$ cat src/design/line_pixel_generator_assert.svh
// ---------------------------------------------------------------------------
// line_pixel_generator_assert.svh
// Assertion macros shared by the line pixel generator modules.
// ---------------------------------------------------------------------------
`ifndef LINE_PIXEL_GENERATOR_ASSERT_SVH
`define LINE_PIXEL_GENERATOR_ASSERT_SVH

// same-cycle implication, disabled while in reset
`define LPG_ASSERT_IMP(lbl, clk, rst_n, ante, cons) \
    lbl: assert property (@(posedge clk) disable iff (!rst_n) (ante) |-> (cons)) \
        else $error("lpg: same-cycle check failed");

// next-cycle implication, disabled while in reset
`define LPG_ASSERT_NXT(lbl, clk, rst_n, ante, cons) \
    lbl: assert property (@(posedge clk) disable iff (!rst_n) (ante) |=> (cons)) \
        else $error("lpg: next-cycle check failed");

`endif

$ cat src/design/lpg_pkg.sv
// ---------------------------------------------------------------------------
// lpg_pkg
// Shared types, constants and the pixel byte packer of the line generator.
// ---------------------------------------------------------------------------
package lpg_pkg;

    localparam int COORD_BITS_DEF = 12;
    localparam int FIFO_DEPTH_DEF = 2;

    // register reset values
    localparam logic [31:0] FRAME_BASE_RST = 32'd0;
    localparam logic [15:0] LINE_BYTES_RST = 16'd4800;
    localparam logic [5:0]  BPP_RST        = 6'd32;
    localparam logic        BIG_ENDIAN_RST = 1'b0;

    localparam logic [7:0]  BYTE_MASK      = 8'hFF;

    typedef enum logic [1:0] {
        REG_FRAME_BASE = 2'd0,
        REG_LINE_BYTES = 2'd1,
        REG_BPP        = 2'd2,
        REG_BIG_ENDIAN = 2'd3
    } t_reg_idx;

    typedef enum logic {
        OP_LOAD = 1'b0,
        OP_STEP = 1'b1
    } t_opcode;

    // configuration seen by the address/packing side
    typedef struct packed {
        logic [31:0] frame_base;
        logic [15:0] line_bytes;
        logic [5:0]  bits_per_pixel;
        logic        big_endian;
    } t_cfg;

    // colour bytes in write order, first written byte in bits 7:0
    function automatic logic [31:0] pack_pixel(input logic [31:0] color,
                                               input logic [5:0]  bpp,
                                               input logic        big);
        logic [2:0]  n;
        logic [2:0]  idx;
        logic [31:0] word;
        n    = bpp[5:3];
        word = '0;
        for (int k = 0; k < 4; k++) begin
            idx = big ? 3'(n - 3'(k + 1)) : 3'(k);
            // bytes past the pixel size, or above the colour word, are zero
            if ((3'(k) < n) && (idx < 3'd4)) begin
                word[8*k +: 8] = color[{idx[1:0], 3'b000} +: 8] & BYTE_MASK;
            end
        end
        return word;
    endfunction

endpackage

$ cat src/design/lpg_fifo.sv
// ---------------------------------------------------------------------------
// lpg_fifo
// Short pixel queue between the stepping front and the addressing back.
// ---------------------------------------------------------------------------
`include "line_pixel_generator_assert.svh"

module lpg_fifo import lpg_pkg::*; #(
    parameter int WIDTH = 32,
    parameter int DEPTH = FIFO_DEPTH_DEF
) (
    input  logic             i_clk,
    input  logic             i_rst_n,
    input  logic             i_push,
    input  logic [WIDTH-1:0] i_push_data,
    output logic             o_full,
    output logic             o_valid,
    output logic [WIDTH-1:0] o_data,
    input  logic             i_pop
);

    localparam int PW = (DEPTH > 1) ? $clog2(DEPTH) : 1;
    localparam int CW = $clog2(DEPTH + 1);

    logic [WIDTH-1:0] r_mem [DEPTH];
    logic [PW-1:0]    r_wr_ptr, n_wr_ptr;
    logic [PW-1:0]    r_rd_ptr, n_rd_ptr;
    logic [CW-1:0]    r_count,  n_count;
    logic             w_push, w_pop;

    assign o_full  = (r_count == CW'(DEPTH));
    assign o_valid = (r_count != '0);
    assign o_data  = r_mem[r_rd_ptr];
    assign w_push  = i_push && !o_full;
    assign w_pop   = i_pop && o_valid;

    // pointer and fill count update
    always_comb begin
        n_wr_ptr = r_wr_ptr;
        n_rd_ptr = r_rd_ptr;
        n_count  = r_count;
        if (w_push) begin
            n_wr_ptr = (r_wr_ptr == PW'(DEPTH - 1)) ? '0 : r_wr_ptr + 1'b1;
        end
        if (w_pop) begin
            n_rd_ptr = (r_rd_ptr == PW'(DEPTH - 1)) ? '0 : r_rd_ptr + 1'b1;
        end
        if (w_push && !w_pop) begin
            n_count = r_count + 1'b1;
        end else if (w_pop && !w_push) begin
            n_count = r_count - 1'b1;
        end
    end

    always_ff @(posedge i_clk) begin
        if (!i_rst_n) begin
            r_wr_ptr <= '0;
            r_rd_ptr <= '0;
            r_count  <= '0;
        end else begin
            r_wr_ptr <= n_wr_ptr;
            r_rd_ptr <= n_rd_ptr;
            r_count  <= n_count;
        end
    end

    // storage, no reset
    always_ff @(posedge i_clk) begin
        if (w_push) begin
            r_mem[r_wr_ptr] <= i_push_data;
        end
    end

    `LPG_ASSERT_NXT(a_fill_up, i_clk, i_rst_n, w_push && !w_pop, r_count == $past(r_count) + 1'b1)
    `LPG_ASSERT_NXT(a_fill_dn, i_clk, i_rst_n, w_pop && !w_push, r_count == $past(r_count) - 1'b1)

endmodule

$ cat src/design/lpg_front.sv
// ---------------------------------------------------------------------------
// lpg_front
// Accepts items, holds the line state, runs a Bresenham step per step item.
// ---------------------------------------------------------------------------
`include "line_pixel_generator_assert.svh"

module lpg_front import lpg_pkg::*; #(
    parameter int COORD_BITS = COORD_BITS_DEF,
    parameter int PW         = 2 * COORD_BITS + 33
) (
    input  logic                  i_clk,
    input  logic                  i_rst_n,
    input  logic                  i_in_valid,
    output logic                  o_in_ready,
    input  logic                  i_opcode,
    input  logic [COORD_BITS-1:0] i_x_start,
    input  logic [COORD_BITS-1:0] i_y_start,
    input  logic [COORD_BITS-1:0] i_x_end,
    input  logic [COORD_BITS-1:0] i_y_end,
    input  logic [31:0]           i_color,
    input  logic                  i_fifo_full,
    output logic                  o_push,
    output logic [PW-1:0]         o_push_data
);

    localparam int EW = COORD_BITS + 2;

    logic [COORD_BITS-1:0] r_cur_x, n_cur_x;
    logic [COORD_BITS-1:0] r_cur_y, n_cur_y;
    logic [COORD_BITS-1:0] r_end_x, n_end_x;
    logic [COORD_BITS-1:0] r_end_y, n_end_y;
    logic [COORD_BITS-1:0] r_dx,    n_dx;
    logic [COORD_BITS-1:0] r_dy,    n_dy;
    logic                  r_x_neg, n_x_neg;
    logic                  r_y_neg, n_y_neg;
    logic signed [EW-1:0]  r_err,   n_err;
    logic [31:0]           r_color, n_color;
    logic                  r_active, n_active;

    logic                  w_accept, w_load, w_step, w_is_last;
    logic [COORD_BITS-1:0] w_ld_dx, w_ld_dy;
    logic signed [EW-1:0]  w_dx_ext, w_dy_ext;
    logic                  w_move_x, w_move_y;

    assign o_in_ready = !i_fifo_full;
    assign w_accept   = i_in_valid && o_in_ready;
    assign w_load     = w_accept && (i_opcode == OP_LOAD);
    assign w_step     = w_accept && (i_opcode == OP_STEP) && r_active;
    assign w_is_last  = (r_cur_x == r_end_x) && (r_cur_y == r_end_y);

    // load: absolute deltas of the new line
    assign w_ld_dx = (i_x_end >= i_x_start) ? i_x_end - i_x_start : i_x_start - i_x_end;
    assign w_ld_dy = (i_y_end >= i_y_start) ? i_y_end - i_y_start : i_y_start - i_y_end;

    // step: error compares against the stored deltas
    assign w_dx_ext = $signed({2'b00, r_dx});
    assign w_dy_ext = $signed({2'b00, r_dy});
    assign w_move_x = (r_err > -w_dx_ext);
    assign w_move_y = (r_err < w_dy_ext);

    // pixel handed to the queue
    assign o_push      = w_step;
    assign o_push_data = {r_cur_x, r_cur_y, r_color, w_is_last};

    // next line state
    always_comb begin
        n_cur_x  = r_cur_x;
        n_cur_y  = r_cur_y;
        n_end_x  = r_end_x;
        n_end_y  = r_end_y;
        n_dx     = r_dx;
        n_dy     = r_dy;
        n_x_neg  = r_x_neg;
        n_y_neg  = r_y_neg;
        n_err    = r_err;
        n_color  = r_color;
        n_active = r_active;
        if (w_load) begin
            n_cur_x  = i_x_start;
            n_cur_y  = i_y_start;
            n_end_x  = i_x_end;
            n_end_y  = i_y_end;
            n_dx     = w_ld_dx;
            n_dy     = w_ld_dy;
            n_x_neg  = !(i_x_start < i_x_end);
            n_y_neg  = !(i_y_start < i_y_end);
            // half of the dominant term, rounded toward zero
            n_err    = (w_ld_dx > w_ld_dy) ? $signed({2'b00, w_ld_dx >> 1})
                                           : -$signed({2'b00, w_ld_dy >> 1});
            n_color  = i_color;
            n_active = 1'b1;
        end else if (w_step) begin
            if (w_is_last) begin
                n_active = 1'b0;
            end else begin
                n_err = r_err - (w_move_x ? w_dy_ext : EW'(0))
                              + (w_move_y ? w_dx_ext : EW'(0));
                if (w_move_x) begin
                    n_cur_x = r_x_neg ? r_cur_x - 1'b1 : r_cur_x + 1'b1;
                end
                if (w_move_y) begin
                    n_cur_y = r_y_neg ? r_cur_y - 1'b1 : r_cur_y + 1'b1;
                end
            end
        end
    end

    always_ff @(posedge i_clk) begin
        if (!i_rst_n) begin
            r_cur_x  <= '0;
            r_cur_y  <= '0;
            r_end_x  <= '0;
            r_end_y  <= '0;
            r_dx     <= '0;
            r_dy     <= '0;
            r_x_neg  <= 1'b0;
            r_y_neg  <= 1'b0;
            r_err    <= '0;
            r_color  <= '0;
            r_active <= 1'b0;
        end else begin
            r_cur_x  <= n_cur_x;
            r_cur_y  <= n_cur_y;
            r_end_x  <= n_end_x;
            r_end_y  <= n_end_y;
            r_dx     <= n_dx;
            r_dy     <= n_dy;
            r_x_neg  <= n_x_neg;
            r_y_neg  <= n_y_neg;
            r_err    <= n_err;
            r_color  <= n_color;
            r_active <= n_active;
        end
    end

    `LPG_ASSERT_NXT(a_last_idles, i_clk, i_rst_n, w_step && w_is_last, !r_active)
    `LPG_ASSERT_NXT(a_load_arms, i_clk, i_rst_n, w_load, r_active && (r_cur_x == $past(i_x_start)))

endmodule

$ cat src/design/lpg_back.sv
// ---------------------------------------------------------------------------
// lpg_back
// Turns queued pixels into byte addresses and packed pixel words.
// ---------------------------------------------------------------------------
`include "line_pixel_generator_assert.svh"

module lpg_back import lpg_pkg::*; #(
    parameter int COORD_BITS = COORD_BITS_DEF,
    parameter int PW         = 2 * COORD_BITS + 33
) (
    input  logic                  i_clk,
    input  logic                  i_rst_n,
    input  t_cfg                  i_cfg,
    input  logic                  i_fifo_valid,
    input  logic [PW-1:0]         i_fifo_data,
    output logic                  o_pop,
    output logic                  o_out_valid,
    input  logic                  i_out_ready,
    output logic [COORD_BITS-1:0] o_pixel_x,
    output logic [COORD_BITS-1:0] o_pixel_y,
    output logic [31:0]           o_byte_address,
    output logic [31:0]           o_pixel_word,
    output logic                  o_last
);

    localparam int YW = COORD_BITS + 16;
    localparam int XW = COORD_BITS + 3;

    logic [COORD_BITS-1:0] w_x, w_y;
    logic [31:0]           w_color;
    logic                  w_last;
    logic                  w_out_free, w_s1_free;

    // stage 1: products and packed word
    logic                  r_s1_valid;
    logic [COORD_BITS-1:0] r_s1_x, r_s1_y;
    logic [YW-1:0]         r_s1_prod_y;
    logic [XW-1:0]         r_s1_prod_x;
    logic [31:0]           r_s1_word;
    logic                  r_s1_last;

    // stage 2: output register
    logic                  r_out_valid;
    logic [COORD_BITS-1:0] r_out_x, r_out_y;
    logic [31:0]           r_out_addr, r_out_word;
    logic                  r_out_last;

    assign {w_x, w_y, w_color, w_last} = i_fifo_data;

    assign w_out_free = !r_out_valid || i_out_ready;
    assign w_s1_free  = !r_s1_valid || w_out_free;
    assign o_pop      = i_fifo_valid && w_s1_free;

    always_ff @(posedge i_clk) begin
        if (!i_rst_n) begin
            r_s1_valid  <= 1'b0;
            r_out_valid <= 1'b0;
        end else begin
            if (w_s1_free) begin
                r_s1_valid <= i_fifo_valid;
            end
            if (w_out_free) begin
                r_out_valid <= r_s1_valid;
            end
        end
    end

    // row and column offsets, byte packing
    always_ff @(posedge i_clk) begin
        if (w_s1_free) begin
            r_s1_x      <= w_x;
            r_s1_y      <= w_y;
            r_s1_prod_y <= YW'(w_y * i_cfg.line_bytes);
            r_s1_prod_x <= XW'(w_x * i_cfg.bits_per_pixel[5:3]);
            r_s1_word   <= pack_pixel(w_color, i_cfg.bits_per_pixel, i_cfg.big_endian);
            r_s1_last   <= w_last;
        end
    end

    // final address sum, modulo 2^32
    always_ff @(posedge i_clk) begin
        if (w_out_free) begin
            r_out_x    <= r_s1_x;
            r_out_y    <= r_s1_y;
            r_out_addr <= i_cfg.frame_base + 32'(r_s1_prod_y) + 32'(r_s1_prod_x);
            r_out_word <= r_s1_word;
            r_out_last <= r_s1_last;
        end
    end

    assign o_out_valid    = r_out_valid;
    assign o_pixel_x      = r_out_x;
    assign o_pixel_y      = r_out_y;
    assign o_byte_address = r_out_addr;
    assign o_pixel_word   = r_out_word;
    assign o_last         = r_out_last;

    `LPG_ASSERT_NXT(a_s1_moves, i_clk, i_rst_n, r_s1_valid && w_out_free, r_out_valid)

endmodule

$ cat src/design/line_pixel_generator.sv
// ---------------------------------------------------------------------------
// line_pixel_generator
// Bresenham line rasterizer with frame-buffer byte addressing.
// A step item's pixel passes the queue, stage 1 and the output register.
// Throughput: one item per cycle unless the queue is full. The front steps
//   the line; back multiplies row/col offsets in stage 1, adds in stage 2.
// Reset (sync, active low): no line loaded, queue and pipeline empty,
//   registers at their reset values.
// ---------------------------------------------------------------------------
module line_pixel_generator import lpg_pkg::*; #(
    parameter int COORD_BITS = COORD_BITS_DEF,
    parameter int FIFO_DEPTH = FIFO_DEPTH_DEF
) (
    input  logic                  i_clk,
    input  logic                  i_rst_n,
    // configuration port
    input  logic                  psel,
    input  logic                  penable,
    input  logic                  pwrite,
    input  logic [3:0]            paddr,
    input  logic [31:0]           pwdata,
    output logic [31:0]           prdata,
    output logic                  pready,
    // input items
    input  logic                  i_in_valid,
    output logic                  o_in_ready,
    input  logic                  i_opcode,
    input  logic [COORD_BITS-1:0] i_x_start,
    input  logic [COORD_BITS-1:0] i_y_start,
    input  logic [COORD_BITS-1:0] i_x_end,
    input  logic [COORD_BITS-1:0] i_y_end,
    input  logic [31:0]           i_color,
    // result items
    output logic                  o_out_valid,
    input  logic                  i_out_ready,
    output logic [COORD_BITS-1:0] o_pixel_x,
    output logic [COORD_BITS-1:0] o_pixel_y,
    output logic [31:0]           o_byte_address,
    output logic [31:0]           o_pixel_word,
    output logic                  o_last
);

    localparam int PW = 2 * COORD_BITS + 33;

    logic [31:0] r_frame_base;
    logic [15:0] r_line_bytes;
    logic [5:0]  r_bpp;
    logic        r_big_endian;
    logic        w_cfg_wr;
    t_reg_idx    w_reg_idx;
    t_cfg        w_cfg;

    logic          w_push, w_fifo_full, w_fifo_valid, w_pop;
    logic [PW-1:0] w_push_data, w_fifo_data;

    // register file
    assign pready    = 1'b1;
    assign w_cfg_wr  = psel && penable && pwrite && pready;
    assign w_reg_idx = t_reg_idx'(paddr[3:2]);

    always_ff @(posedge i_clk) begin
        if (!i_rst_n) begin
            r_frame_base <= FRAME_BASE_RST;
            r_line_bytes <= LINE_BYTES_RST;
            r_bpp        <= BPP_RST;
            r_big_endian <= BIG_ENDIAN_RST;
        end else if (w_cfg_wr) begin
            unique case (w_reg_idx)
                REG_FRAME_BASE: r_frame_base <= pwdata;
                REG_LINE_BYTES: r_line_bytes <= pwdata[15:0];
                REG_BPP:        r_bpp        <= pwdata[5:0];
                REG_BIG_ENDIAN: r_big_endian <= pwdata[0];
            endcase
        end
    end

    // read back
    always_comb begin
        unique case (w_reg_idx)
            REG_FRAME_BASE: prdata = r_frame_base;
            REG_LINE_BYTES: prdata = {16'd0, r_line_bytes};
            REG_BPP:        prdata = {26'd0, r_bpp};
            REG_BIG_ENDIAN: prdata = {31'd0, r_big_endian};
        endcase
    end

    assign w_cfg = '{frame_base:     r_frame_base,
                     line_bytes:     r_line_bytes,
                     bits_per_pixel: r_bpp,
                     big_endian:     r_big_endian};

    lpg_front #(
        .COORD_BITS (COORD_BITS),
        .PW         (PW)
    ) u_front (
        .i_clk       (i_clk),
        .i_rst_n     (i_rst_n),
        .i_in_valid  (i_in_valid),
        .o_in_ready  (o_in_ready),
        .i_opcode    (i_opcode),
        .i_x_start   (i_x_start),
        .i_y_start   (i_y_start),
        .i_x_end     (i_x_end),
        .i_y_end     (i_y_end),
        .i_color     (i_color),
        .i_fifo_full (w_fifo_full),
        .o_push      (w_push),
        .o_push_data (w_push_data)
    );

    lpg_fifo #(
        .WIDTH (PW),
        .DEPTH (FIFO_DEPTH)
    ) u_fifo (
        .i_clk       (i_clk),
        .i_rst_n     (i_rst_n),
        .i_push      (w_push),
        .i_push_data (w_push_data),
        .o_full      (w_fifo_full),
        .o_valid     (w_fifo_valid),
        .o_data      (w_fifo_data),
        .i_pop       (w_pop)
    );

    lpg_back #(
        .COORD_BITS (COORD_BITS),
        .PW         (PW)
    ) u_back (
        .i_clk          (i_clk),
        .i_rst_n        (i_rst_n),
        .i_cfg          (w_cfg),
        .i_fifo_valid   (w_fifo_valid),
        .i_fifo_data    (w_fifo_data),
        .o_pop          (w_pop),
        .o_out_valid    (o_out_valid),
        .i_out_ready    (i_out_ready),
        .o_pixel_x      (o_pixel_x),
        .o_pixel_y      (o_pixel_y),
        .o_byte_address (o_byte_address),
        .o_pixel_word   (o_pixel_word),
        .o_last         (o_last)
    );

endmodule

$ cat config.mk
export PLATFORM = sky130hd
export DESIGN_NAME = line_pixel_generator
export DESIGN_NICKNAME = d
export VERILOG_FILES = /design/src/design/lpg_pkg.sv /design/src/design/lpg_fifo.sv /design/src/design/lpg_front.sv /design/src/design/lpg_back.sv /design/src/design/line_pixel_generator.sv
export VERILOG_INCLUDE_DIRS = /design/src /design/src/design
export SDC_FILE = /design/constraint.sdc
export NUM_CORES = 2
export LEC_CHECK = 0
export BUFFER_PORTS_ARGS = -buffer_cell sky130_fd_sc_hd__buf_2
export CAP_MARGIN = 20
export CELL_PAD_IN_SITES_DETAIL_PLACEMENT = 1
export CELL_PAD_IN_SITES_GLOBAL_PLACEMENT = 1
export CORE_MARGIN = 2
export CORE_UTILIZATION = 52
export DETAILED_ROUTE_END_ITERATION = 10
export PLACE_DENSITY = 0.94
export SYNTH_ARGS = -nofsm -noshare
export SYNTH_HDL_FRONTEND = slang
export SYNTH_SLANG_ARGS = --single-unit
$ cat constraint.sdc
create_clock -name i_clk -period 16.1 [get_ports i_clk]
set_clock_uncertainty 0.15 [all_clocks]
set_input_delay 0.805 -clock i_clk [delete_from_list [all_inputs] [get_ports i_clk]]
set_output_delay 0.805 -clock i_clk [all_outputs]
set_load 0.02 [all_outputs]
[Word-level counts from Yosys, hierarchy flattened]
Memories as Yosys holds them, arrays and structs flattened. A register that Yosys moved wholly into a read port is not among the register bits.
Index checks and enable logic that the tools add are counted.
Storage, ports and cells
  bits in registers: 371
  bits in writable memories: 114
  input bits: 124
  output and inout bits: 124
  logic and storage cells: 160
  memories kept: 1
Operators by class
  $add $sub $neg: 22
  multiply operators: 2
  magnitude comparators: 15
  eq/ne operators: 7
  shifts and indexed selects: 4
  muxes and demuxes: 34
  bitwise gates (word level): 1
  reductions and logical operators: 40
Memories
  u_fifo.r_mem: words 2, bits a word 57, rd ports 1, clocked after memory_dff 1, write ports 1, RTL line lpg_fifo.sv:24  | logic [WIDTH-1:0] r_mem [DEPTH];
Operator list (number)
  $mux W12: 14
  $pmux W32 S4: 1
  $shiftx A32 B6 Y8: 4
  $mux W14: 4
  $sub A12 B12 Y12: 4
  $add A32 B15 Y32: 1
  $add A32 B28 Y32: 1
  $mul A12 B16 Y28: 1
  $add A12 B1 Y12 const B: 2
  $eq A12 B12 Y1: 2
  $ge A12 B12 Y1: 2
  $lt A12 B12 Y1: 2
  $sub A12 B1 Y12 const B: 2
  $logic_and A1 B1 Y1: 16
  $mul A12 B3 Y15: 1
  $add A14 B14 Y14: 1
  $gt A14 B14 Y1: 1
  $lt A14 B13 Y1: 1
  $neg A11 Y14: 1
  $neg A12 Y14: 1
  $sub A14 B14 Y14: 1
  $gt A12 B12 Y1: 1
  $lt A3 B3 Y1 const B: 4
  $mux W3: 4
  other kinds (20): 53

[Logic depth before layout (Yosys ltp)]
  depth in word-level cells: 10
  gate-level depth with buffers: 29
  gate-level depth less buffers: 29

[By module]
Synthesis repeated with hierarchy kept, for this count alone.
Second synthesis, totals
  cells, all modules: 3329
  area, all modules: 33160.6 um^2
By module, submodules not included
  lpg_back: times used 1, cells each 1497, area each 15879.0 um^2, sequential area each 5715.5 um^2
  lpg_front: times used 1, cells each 1344, area each 10352.4 um^2, sequential area each 2422.3 um^2
  lpg_fifo: times used 1, cells each 202, area each 4352.9 um^2, sequential area each 3523.4 um^2
  line_pixel_generator: times used 1, cells each 286, area each 2576.2 um^2, sequential area each 1101.1 um^2

[Worst setup path after synthesis]
No wires, ideal clock.
  path kind: register to register
  start: register (tool-made name)
  end: register u_back.r_s1_prod_y[27], data pin
  setup time: 0.264 ns
  arrival: 6.249 ns
  data required time: 15.686 ns
  path slack: 9.437 ns
  cell stages (with the launch flop): 25
  buffers on the path: 3
  period minus slack after synthesis: 6.663 ns
  cells stage by stage: dfxtp_1 -> clkbuf_1 -> clkbuf_1 -> mux2_2 -> clkbuf_1 -> nand2_1 -> fa_1 -> fa_1 -> inv_1 -> fa_1 -> fa_1 -> inv_1 -> fa_1 -> inv_1 -> ha_1 -> a21o_1 -> a21oi_1 -> o21ai_0 -> a211oi_1 -> o31ai_1 -> o211ai_1 -> a21oi_1 -> a211o_1 -> o31ai_1 -> xnor2_1
RTL lines
  end signal, assigned: RTL line lpg_back.sv:73  | r_s1_prod_y <= YW'(w_y * i_cfg.line_bytes);
  end, declared: RTL line lpg_back.sv:37  | logic [YW-1:0] r_s1_prod_y;

==> results by group <==
Final layout
  – Core Util, Final: 0.5826
  – Multi-input logic area: 0.01746 mm^2
  – Fillers: 6686
  – Non-Filler Instances: 4225
  – Register area: 0.01277 mm^2
  – Layout cells sized above 1: 0.1275
  – Nets: 3947
  – Area Overhead vs Synth: 11.22%

Timing
  – Setup TNS: 0 ps
  – Hold WS: 260.7 ps
  – Final setup fails: 0
  – Max_slew headroom: 0.2688
  – Worst slew pin tran: 1093 ps
  – Highest clock rate: 129.9 MHz
  – RSZ-0062 raised after global routing: no
  – Period minus WS final: 7695 ps
  – Final hold vios: 0
  – Final period utilization: 0.4780
  – Worst setup margin: 8405 ps
  – Max Slew Vio Count: 0

Worst setup path
  – R2r setup slk: 8400 ps
  – Nature of the critical path startpoint: register
  – Crit path capture type: register
  – Worst-path cell chain: buf_4 -> mux2_2 -> nand2_1 -> fa_1 -> inv_1 -> ha_1 -> ha_1 -> inv_1 -> fa_1 -> inv_1 -> ha_1 -> inv_1 -> fa_1 -> nor2b_1 -> o21ai_0 -> a21boi_0 -> o21ai_0 -> a21oi_1 -> a221oi_1 -> a21oi_1 -> a21oi_1 -> o21bai_1 -> xor2_1
  – CP top delay family: adder cells
  – R2R depth: 23
  – Delay of the slowest critical-path stage: 720 ps
  – Critical Path AT: 7910 ps
  – Critical-path top delay cell: buf_4
  – R2R Path End: u_back.r_s1_prod_y[24]
  – Critical path depth in cells: 23
  – CP Class: register to register
  – Crit path capture: u_back.r_s1_prod_y[24]
  – Worst Path Buf+Inv: 5
  – Required time of the critical path: 16320 ps
  – Worst path most repeated cell: inv_1
  – Crit-path max FO: 46

Floorplanning
  – I/O pins: 248
  – Die Span Y: 252.6 um
  – Core box area: 0.06137 mm^2
  – Initial core utilization: 0.5238
  – Die ar.: 0.06383 mm^2
  – Chip width: 252.6 um
  – Row cnt: 91

Power
  – Peak VDD IR: 202.9 uV
  – P_leak: 15.98 nW
  – PD cells: 173.4 mW/mm^2

Synthesis
  – Top-count cell post-synth: nand2_1
  – Syn avg cell area: 10.04 um^2
  – Seq/Total Area, Yosys: 0.3970
  – Most used DFF post-synth: edfxtp_1
  – Syn nets: 3761
  – Ys Warns: 0
  – Synthesized area: 0.03215 mm^2
  – Synthesized flop and latch total: 486
  – Netlist cell types: 81
  – Mapped Cells: 3202
  – Area leader, netlist: edfxtp_1
  – Synth area leaders: edfxtp_1 28%, fa_1 12%, dfxtp_1 11%
  – Number of synthesized flops with an enable pin: 303
  – Synth cell count leaders: 524 x nand2_1, 383 x inv_1, 303 x edfxtp_1, 250 x a21oi_1, 250 x ha_1
  – Area share of the largest cell type after synthesis: 0.2830
  – Asr flop ratio synth: 0

Place
  – DP Wirelength: 76.63 mm
  – Worst slack at placement: 9101 ps
  – Placed cell count: 4124
  – GPL Wtd Cong: 0.9098
  – I/O Buffers: 244

Clock tree
  – CTS Hold Bufs: 0
  – Root Buffer: clkbuf_16
  – Clock H-tree levels: 2
  – CTS tree: built
  – Clk sinks: 486
  – Worst-path clk slew: 70 ps
  – Worst-Skew Late Latency: 640 ps
  – CTS Buf Count: 50
  – CTS Buffer Depth: 3
  – Setup bufs post-CTS: 0
  – Cts repair resizes: 0

Route
  – # DRC: 0
  – Routed vias: 26.92k
  – Total wire length: 117.0 mm
  – Initial DRC count: 2585
  – Detailed Routing Iterations Pass 1: 8
  – Routed wire per std cell: 27.68 um
  – Post-route ant nets: 0
  – Vias per cell: 6.370

Global routing
  – Vias in the first global route: 29.44k
  – Grt ovf: 0
  – Largest net degree at the start of global routing: 90
  – Total Routing Usage GR: 0.3631
  – Antenna violations before repair: 10
  – First-pass GRT wire length: 176.0 mm

Run
  – Max-cap violations: 0

Run status
  – Status: complete, no violations

Hold path
  – Hold Crit Class: input pin to register
## per-layer routing
metal	track usage	up-vias	routed length, um
met4	0.2497	6	8848
met3	0.08002	651	10520
met5	0.003089	-	41
met1	0.4103	13269	41000
li1	-	11192	-
met2	0.6135	1797	56550
## per-stage QoR
stage / power (mW) / area, um^2
2_1_floorplan: 3.718 / 32150
3_3_place_gp: 4.364 / 34020
3_5_place_dp: 4.628 / 34020
4_1_cts: 6.063 / 35720
5_1_grt: 6.426 / 35750
6_report: 6.198 / 35750
## power breakdown
part	internal, mW	total [mW]	leakage, nW	switching [mW]
Clock	0.696	1.25	0.812	0.555
Combinational	1.13	3.18	10.6	2.05
Sequential	1.63	1.77	4.59	0.141
Total	3.46	6.20	16.0	2.74
## how the worst min path moves through the flow
stage	to	cells after the start	start
after global routing	u_back.o_pixel_y[2]	0	u_back.r_s1_y[2]
final	r_frame_base[27]	3	pwdata[27]
after floorplan	u_back.o_last	0	u_back.r_s1_last
after global placement	u_back.o_pixel_word[21]	0	u_back.r_s1_word[21]
after CTS	r_frame_base[27]	3	pwdata[27]
after detailed placement	u_back.o_pixel_x[9]	0	u_back.r_s1_x[9]
## worst register-to-register path: cells and delay by family (launching register included)
family / cells / cell delay (ps)
xor gates and xnor gates: 1 / 100
adders and majority gates: 6 / 2440
AOI/OAI and AO/OA: 8 / 2090
muxes: 1 / 660
and+or+nand+nor: 2 / 490
buffers and inverters: 5 / 1040
DFF: 1 / 470
## state kept, by name, indices dropped and copies added, names as in the netlist, 14 cells and up, named ones only
name                   flops
u_back.r_s1_prod_x        15
u_back.o_byte_address     32
r_frame_base              32
u_back.r_s1_word          32
u_fifo.r_mem             114
r_line_bytes              16
u_front.r_color           32
u_front.r_err             14
u_back.o_pixel_word       32
u_back.r_s1_prod_y        28
## cells in the final DEF, fill, tap and decap left out, types with 95 or more instances in the layout
master	instances
nand2_1	523
inv_1	381
edfxtp_1	303
a21oi_1	250
ha_1	250
buf_2	244
fa_1	185
dfxtp_1	182
nor2_1	147
and2_1	115
xnor2_1	95
## area by class of cell
| cell class | count | area share |
|---|---|---|
| Inverter | 383 | 0.04035 |
| Sequential cell | 486 | 0.3571 |
| Antenna cell | 7 | 0.0004899 |
| Clock inverter | 33 | 0.01141 |
| Tap cell | 790 | 0.02765 |
| Clock buffer | 59 | 0.03622 |
| Timing Repair Buffer | 264 | 0.03836 |
| Multi-Input combinational cell | 2203 | 0.4885 |
## kinds of logic after synthesis
family / Yosys count / share of synthesized area
other cells: 1 / 0.0001167
simple gates: 956 / 0.1332
xor+xnor: 147 / 0.04028
fa+ha+maj: 435 / 0.2125
buf+inv: 513 / 0.06099
flops: 486 / 0.3970
compound gates: 556 / 0.1080
mux: 108 / 0.04791
Note: power is estimated with default switching activity, not from simulation.
